--- src/rtl/paid_pkg.sv ---
package paid_pkg;

	localparam int DEPTH_DEF = 64;
	localparam int DATA_W    = 32;
	localparam int FUNC_W    = 3;
	localparam int STAT_W    = 2;

	typedef enum logic [FUNC_W-1:0] {
		OP_CLEAR  = 3'd0,
		OP_APPEND = 3'd1,
		OP_READ   = 3'd2,
		OP_INSERT = 3'd3,
		OP_DELETE = 3'd4
	} op_t;

	typedef enum logic [STAT_W-1:0] {
		ST_OK     = 2'd0,
		ST_FULL   = 2'd1,
		ST_EMPTY  = 2'd2,
		ST_BADPOS = 2'd3
	} status_t;

	typedef enum logic [1:0] {
		FSM_IDLE,
		FSM_RUN,
		FSM_FINISH
	} fsm_t;

endpackage

--- src/rtl/positional_array_insert_delete.sv ---
// channel | dir | tdata (lsb up)                      | tuser
// s_*     | in  | value[31:0], position[PW-1:0], pad  | func[2:0]
// m_*     | out | data[31:0], count[PW-1:0], pad      | status[1:0]
//
// clear, refused requests and unused codes go from accept straight to the result
// read and append touch one entry; insert and delete walk from the position to the end
// entries move one per cycle through the entry memory
// (one read port, one write port, registered read data)
// reset clears the count and the handshake state; entry memory is not cleared
// a new request is taken while the previous result still waits in the output register

module positional_array_insert_delete #(
	parameter int DEPTH = paid_pkg::DEPTH_DEF,
	localparam int AW    = (DEPTH > 1) ? $clog2(DEPTH) : 1,
	localparam int PW    = $clog2(DEPTH + 1),
	localparam int IN_W  = ((paid_pkg::DATA_W + PW + 7) / 8) * 8,
	localparam int OUT_W = ((paid_pkg::DATA_W + PW + 7) / 8) * 8
) (
	input  logic                        clk,
	input  logic                        arst_n,
	input  logic                        s_tvalid,
	output logic                        s_tready,
	input  logic [IN_W-1:0]             s_tdata,   // value, position, zero pad
	input  logic [paid_pkg::FUNC_W-1:0] s_tuser,   // func
	output logic                        m_tvalid,
	input  logic                        m_tready,
	output logic [OUT_W-1:0]            m_tdata,   // data, count, zero pad
	output logic [paid_pkg::STAT_W-1:0] m_tuser    // status
);

	localparam logic [PW-1:0] ONE   = PW'(1);
	localparam logic [PW-1:0] LIMIT = PW'(DEPTH);

	paid_pkg::fsm_t state_q, state_d;

	// request fields
	logic signed [paid_pkg::DATA_W-1:0] in_value;
	logic [PW-1:0]                      in_pos;
	paid_pkg::op_t                      in_op;

	assign in_value = s_tdata[paid_pkg::DATA_W-1:0];
	assign in_pos   = s_tdata[paid_pkg::DATA_W +: PW];
	assign in_op    = paid_pkg::op_t'(s_tuser);

	// decode results
	paid_pkg::status_t dec_status;
	logic              dec_run;
	logic              dec_ins;
	logic [PW-1:0]     dec_pos, dec_end, dec_fill;

	logic [PW-1:0] fill_q;

	// working registers
	logic                               ins_q;
	logic [PW-1:0]                      pos_q, idx_q, end_q;
	logic signed [paid_pkg::DATA_W-1:0] carry_q;
	paid_pkg::status_t                  res_status_q;
	logic signed [paid_pkg::DATA_W-1:0] res_data_q;
	logic [PW-1:0]                      res_fill_q;

	// read pipeline stage
	logic                               rv_s1;
	logic [PW-1:0]                      ra_s1;
	logic signed [paid_pkg::DATA_W-1:0] rdata_s1;

	// entry memory
	logic signed [paid_pkg::DATA_W-1:0] mem [DEPTH];
	logic                               mem_re, mem_we;
	logic [AW-1:0]                      mem_waddr;
	logic signed [paid_pkg::DATA_W-1:0] mem_wdata;

	// output register
	logic                        m_tvalid_q;
	logic [OUT_W-1:0]            m_tdata_q;
	logic [paid_pkg::STAT_W-1:0] m_tuser_q;
	logic                        out_free;

	assign out_free = !m_tvalid_q || m_tready;
	assign m_tvalid = m_tvalid_q;
	assign m_tdata  = m_tdata_q;
	assign m_tuser  = m_tuser_q;

	// check the request against the count
	always_comb begin
		dec_status = paid_pkg::ST_OK;
		dec_run    = 1'b0;
		dec_ins    = 1'b0;
		dec_pos    = in_pos;
		dec_end    = in_pos;
		dec_fill   = fill_q;
		unique case (in_op)
			paid_pkg::OP_CLEAR: begin
				dec_fill = '0;
			end
			paid_pkg::OP_APPEND: begin
				// same as an insert at the end
				if (fill_q == LIMIT) begin
					dec_status = paid_pkg::ST_FULL;
				end else begin
					dec_run  = 1'b1;
					dec_ins  = 1'b1;
					dec_pos  = fill_q;
					dec_end  = fill_q;
					dec_fill = fill_q + ONE;
				end
			end
			paid_pkg::OP_READ: begin
				if (fill_q == '0) begin
					dec_status = paid_pkg::ST_EMPTY;
				end else if (in_pos >= fill_q) begin
					dec_status = paid_pkg::ST_BADPOS;
				end else begin
					dec_run = 1'b1;
				end
			end
			paid_pkg::OP_INSERT: begin
				// ripple up from position through the old last entry
				if (fill_q == LIMIT) begin
					dec_status = paid_pkg::ST_FULL;
				end else if (in_pos > fill_q) begin
					dec_status = paid_pkg::ST_BADPOS;
				end else begin
					dec_run  = 1'b1;
					dec_ins  = 1'b1;
					dec_end  = fill_q;
					dec_fill = fill_q + ONE;
				end
			end
			paid_pkg::OP_DELETE: begin
				// read position for the result, then pull later entries down
				if (fill_q == '0) begin
					dec_status = paid_pkg::ST_EMPTY;
				end else if (in_pos >= fill_q) begin
					dec_status = paid_pkg::ST_BADPOS;
				end else begin
					dec_run  = 1'b1;
					dec_end  = fill_q - ONE;
					dec_fill = fill_q - ONE;
				end
			end
			default: begin
				// unused codes leave everything as it is
			end
		endcase
	end

	always_ff @(posedge clk or negedge arst_n) begin
		if (!arst_n) begin
			state_q <= paid_pkg::FSM_IDLE;
		end else begin
			state_q <= state_d;
		end
	end

	// next state and memory control
	always_comb begin
		state_d   = state_q;
		s_tready  = 1'b0;
		mem_re    = 1'b0;
		mem_we    = 1'b0;
		mem_waddr = ra_s1[AW-1:0];
		mem_wdata = carry_q;
		unique case (state_q)
			paid_pkg::FSM_IDLE: begin
				s_tready = 1'b1;
				if (s_tvalid) begin
					state_d = dec_run ? paid_pkg::FSM_RUN : paid_pkg::FSM_FINISH;
				end
			end
			paid_pkg::FSM_RUN: begin
				mem_re = (idx_q <= end_q);
				if (rv_s1) begin
					if (ins_q) begin
						// write the carried value where the old one was just read
						mem_we = 1'b1;
					end else if (ra_s1 != pos_q) begin
						// delete: move the entry one place down
						mem_we    = 1'b1;
						mem_waddr = AW'(ra_s1 - ONE);
						mem_wdata = rdata_s1;
					end
				end
				if (idx_q > end_q && !rv_s1) begin
					state_d = paid_pkg::FSM_FINISH;
				end
			end
			paid_pkg::FSM_FINISH: begin
				if (out_free) begin
					state_d = paid_pkg::FSM_IDLE;
				end
			end
			default: begin
				state_d = paid_pkg::FSM_IDLE;
			end
		endcase
	end

	// memory: read address always runs ahead of the write address
	always_ff @(posedge clk) begin
		if (mem_we) begin
			mem[mem_waddr] <= mem_wdata;
		end
		if (mem_re) begin
			rdata_s1 <= mem[idx_q[AW-1:0]];
		end
	end

	// control state
	always_ff @(posedge clk or negedge arst_n) begin
		if (!arst_n) begin
			rv_s1      <= 1'b0;
			fill_q     <= '0;
			m_tvalid_q <= 1'b0;
		end else begin
			rv_s1 <= mem_re;
			if (state_q == paid_pkg::FSM_FINISH && out_free) begin
				fill_q     <= res_fill_q;
				m_tvalid_q <= 1'b1;
			end else if (m_tready) begin
				m_tvalid_q <= 1'b0;
			end
		end
	end

	// payload
	always_ff @(posedge clk) begin
		if (state_q == paid_pkg::FSM_IDLE && s_tvalid) begin
			ins_q        <= dec_ins;
			pos_q        <= dec_pos;
			idx_q        <= dec_pos;
			end_q        <= dec_end;
			carry_q      <= in_value;
			res_status_q <= dec_status;
			res_data_q   <= '0;
			res_fill_q   <= dec_fill;
		end
		if (mem_re) begin
			idx_q <= idx_q + ONE;
			ra_s1 <= idx_q;
		end
		if (state_q == paid_pkg::FSM_RUN && rv_s1) begin
			if (ins_q) begin
				carry_q <= rdata_s1;
			end else if (ra_s1 == pos_q) begin
				res_data_q <= rdata_s1;
			end
		end
		if (state_q == paid_pkg::FSM_FINISH && out_free) begin
			m_tdata_q <= OUT_W'({res_fill_q, res_data_q});
			m_tuser_q <= res_status_q;
		end
	end

	a_fill_range: assert property (@(posedge clk) disable iff (!arst_n)
		fill_q <= LIMIT)
		else $error("count above depth");

	a_no_write_idle: assert property (@(posedge clk) disable iff (!arst_n)
		(state_q == paid_pkg::FSM_IDLE) |-> !mem_we)
		else $error("memory write outside a shift");

	a_port_clash: assert property (@(posedge clk) disable iff (!arst_n)
		(mem_re && mem_we) |-> (idx_q[AW-1:0] != mem_waddr))
		else $error("read and write hit the same entry");

	a_count_out: assert property (@(posedge clk) disable iff (!arst_n)
		(state_q == paid_pkg::FSM_FINISH && out_free)
		|=> (m_tdata_q[paid_pkg::DATA_W +: PW] == fill_q))
		else $error("reported count differs from stored count");

	a_refused_keeps: assert property (@(posedge clk) disable iff (!arst_n)
		(state_q == paid_pkg::FSM_FINISH && res_status_q != paid_pkg::ST_OK)
		|-> (res_fill_q == fill_q && res_data_q == '0))
		else $error("refused request changed the array");

endmodule
--- config.mk ---
export PLATFORM = sky130hd
export DESIGN_NAME = positional_array_insert_delete
export DESIGN_NICKNAME = d
export VERILOG_FILES = /design/src/rtl/paid_pkg.sv /design/src/rtl/positional_array_insert_delete.sv
export SDC_FILE = /design/constraint.sdc
export NUM_CORES = 2
export LEC_CHECK = 0
export ABC_AREA = 1
export BUFFER_PORTS_ARGS = -buffer_cell sky130_fd_sc_hd__buf_2
export CAP_MARGIN = 0
export CELL_PAD_IN_SITES_DETAIL_PLACEMENT = 1
export CELL_PAD_IN_SITES_GLOBAL_PLACEMENT = 2
export CORE_MARGIN = 2
export CORE_UTILIZATION = 45
export CTS_CLUSTER_SIZE = 10
export DETAILED_ROUTE_END_ITERATION = 8
export PLACE_DENSITY = 0.83
export SLEW_MARGIN = 20
export SYNTH_ARGS = -nofsm -noshare
export SYNTH_HDL_FRONTEND = slang
export SYNTH_SLANG_ARGS = --single-unit
--- constraint.sdc ---
create_clock -name clk -period 5.76 [get_ports clk]
set_clock_uncertainty 0.2 [all_clocks]
set_input_delay 0.288 -clock clk [delete_from_list [all_inputs] [get_ports clk]]
set_output_delay 0.288 -clock clk [all_outputs]
set_load 0.005 [all_outputs]
==> metrics.md <==
| Metric | Value |
|---|---|
| Clock-pin transition on the worst setup and hold timing paths | 0.05 ns |
| Storage element area | between 60,000 and 70,000 sq um |
| Endpoints failing setup | 0 |
| Max IR drop VDD | 363.9 uV |
| Synth unique cells | 43 |
| Setup TNS | 0 ns |
| P&R area growth vs syn | 14.45% |
| Fmax | 0.2236 GHz |
| ANT nets after route | 0 |
| Final Wtd Congestion | 0.8520 |
| WS Path Type | register to register |
| Static leakage | 0.03174 uW |
| Area contributors post-synth | edfxtp_1 74%, o21ai_0 7.3%, nor2_1 5.2% |
| Synth Area per Inst | 13.35 sq um |
| Number of global-route vias before repair | 61,070 |
| Ports | 91 |
| Layout cells sized above 1 | between 10% and 20% |
| Wire length of the first global-routing pass | 407.8 mm |
| Min cycle time layout | approximately 4.5 ns |
| Outcome | complete, no violations |
| GR Util met3 | 4.599% |
| Mapped cell area | 87,670 sq um |
| Tcrit/Tclk final | 77.63% |
| RSZ-0062 raised after global routing | no |
| Most common cell after layout, fill and taps aside | edfxtp_1 |
| CTS Sinks | about 2,200 |
| Synth Instances | 6,568 |
| Wirelength per Cell | 30.09 microns |
| Core area | between 150,000 and 200,000 sq um |
| Fillcell total | 18,870 |
| Clock Latency Late Sink | approximately 0.93 ns |
| CP Max Fanout | 18 |
| Multi-input combinational cell area | 19,880 sq um |
| Most frequent cells in the layout | 2,159 x edfxtp_1, 1,253 x o21ai_0, 1,152 x nor2_1 |
| Grt total ovfl | 0 |
| Sequential area share after synthesis | around 76% |
| Initial antenna violation count | 16 |
| PostCTS Resize Cnt | 0 |
| Max-cap violations | 0 |
| Total setup buffers inserted after CTS | 0 |
| Cell row count | approximately 160 |
| Detailed Route Iter0 Violations | 6,807 |
| Initial Util | a little under half |
| Largest net degree at the start of global routing | 200 |
| Num CTS Buffers | approximately 280 |
| # DRC | 0 |
| Pwr dens | 518.7 nW/um^2 |
| CP Capture Type | register |
| Fin. Hold Viols | 0 |
| Syn Nets | between 6,000 and 7,000 |
| CTS tree | done |
| Die width | 445.4 microns |
| M2 GR Usage | 45.30% |
| Synthesized flop and latch total | 2,234 |
| Worst-case clock buffer depth | 4 |
| GRT Overall Usage | between 20% and 30% |
| Root Driver | clkbuf_16 |
| Via count | 58,950 |
| Dpl hpwl | around 160 mm |
| Slew Viols, Final | 0 |
| Worst-Margin Slew | 1.154 ns |
| Most used routing layer | met2 |
| Synth area leader | edfxtp_1 |
| WP data arrival | 4.85 ns |
| Post-DR vias/cell | 6.313 |
| CP startpoint kind | register |
| Die area | 198,400 sq um |
| # port buffers | 88 |
| Nets@finish | 6,788 |
| Final wirelength | 281.0 mm |
| Synth warn | 0 |
| Worst Hold Slack | roughly 0.046 ns |
| Die Y | 445.4 microns |
| Slew headroom | 22.92% |
| Worst EP required | between 6 and 7 ns |
| H-tree depth | 5 |
| Routing usage on met1 | 37.61% |
| Share of the synthesized area in the top cell type | between 70% and 80% |
| Detailed Routing Iterations Pass 1 | 6 |
| Hold Crit Class | input port to register |
[critical path, cell delays in order, from the launching register on]
cell     delay [ns]
dfrtp_1        0.38
inv_1          0.10
nand2_1        0.06
inv_1          0.08
nand2_1        0.20
nor2_4         0.25
inv_1          0.07
nor2_1         0.17
nand4_1        0.11
nand2_1        0.08
nand2_1        0.18
inv_1          0.13
nand3_1        0.66
nor2_4         1.01
buf_4          0.44
[cell type report]
type	instances	area share, %
Timing Repair Buffer	353	3.028
Multi-Input combinational cell	3747	19.82
Sequential cell	2234	66.17
Tap cell	2542	3.170
Clock inverter	12	0.1147
Antenna cell	6	0.01496
Clock buffer	333	7.255
Inverter	110	0.4327
[flip-flops by register name, indices dropped and copies added (netlist names)]
signal,cells
m_tdata,39
res_data_q,32
ra_s1,7
res_status_q,2
fill_q,7
mem,2048
rv_s1,1
carry_q,32
ins_q,1
res_fill_q,7
m_tvalid,1
m_tuser,2
end_q,7
pos_q,7
state_q,2
rdata_s1,32
idx_q,7
[layer usage]
layer	routed length (microns)	up-vias
met5	8	-
met3	22380	527
li1	-	25050
met2	133700	2692
met4	11270	2
met1	113600	30680
[metrics by stage]
stage / total power [uW] / utilization [%] / cells / worst slack (ns) / cell area, sq um
2_1_floorplan: 30040 / - / 6568 / 0.9582 / 87670
3_3_place_gp: 36010 / 47.33 / 8895 / 1.452 / 91900
3_5_place_dp: 36720 / 47.35 / 8897 / 1.378 / 91950
4_1_cts: 51800 / 51.60 / 9327 / 1.352 / 100200
5_1_grt: 53790 / 51.66 / 9332 / 1.116 / 100300
6_report: 52040 / 51.67 / 9337 / 1.289 / 100300
[final timing paths]
kind | startpoint | end | slack [ns] | depth (start not counted)
min | s_tdata[13] | carry_q[13]$_DFF_P_ | 0.05 | 4
min in group asynchronous | arst_n | fill_q[0]$_DFFE_PN0P_ | 0.31 | 3
max reg2reg | state_q[1]$_DFFE_PN0P_ | mem[30][18]$_DFFE_PP_ | 1.29 | 14
min reg2reg | res_status_q[0]$_DFFE_PP_ | m_tuser[0]$_DFFE_PP_ | 0.22 | 0
max in group asynchronous | arst_n | m_tvalid$_DFFE_PN0P_ | 4.65 | 3
max | state_q[1]$_DFFE_PN0P_ | mem[30][18]$_DFFE_PP_ | 1.29 | 14
[report_power, final]
group	total (uW)	internal [uW]	switching (uW)	leakage [uW]
logic	16000	3620	12400	0.00818
clock network	15100	8850	6230	0.00361
registers	21000	20700	292	0.0199
[cell families after synthesis]
logic type               Yosys count  synth area share [%]
other                              1              0.004278
flip-flops                      2234                 75.73
AO/OA/AOI/OAI                   2047                 13.64
adder cells (fa/ha/maj)           18                0.2569
buffers and inverters            587                 2.586
AND/OR/NAND/NOR                 1664                 7.581
XOR/XNOR                          17                0.1998
[timing repair]
| action | 4_1_cts | 5_1_grt |
|---|---|---|
| hold buffers | 85 | 0 |
| hold endpoints to repair | 87 | 0 |
| setup endpoints to repair | 0 | 0 |
[cell usage after synthesis]
cell type	number
dfrtp_1	11
ha_1	18
o22ai_1	336
nand4_1	10
nand2_1	213
nor3_1	4
conb_1	1
or2_2	1
buf_4	2
nor2_1	1218
nor3_2	1
xor2_4	1
inv_1	100
o21a_1	1
xnor2_1	4
buf_1	24
dfxtp_1	64
clkbuf_1	416
buf_6	2
o311ai_0	1
o2111ai_1	5
nor2_2	2
nand3_4	2
edfxtp_1	2159
a31oi_1	1
o21ai_2	1
nand3b_1	1
a21oi_1	14
nand3_1	197
xor2_2	1
nor2_4	4
o211ai_1	189
nand2_4	2
xor2_1	11
inv_2	7
a22oi_1	3
nand2_2	6
o221ai_1	209
clkinv_1	3
buf_2	33
o21ai_1	1
o21ai_0	1286
nand3_2	3
Power figures use the tool's default switching activity.
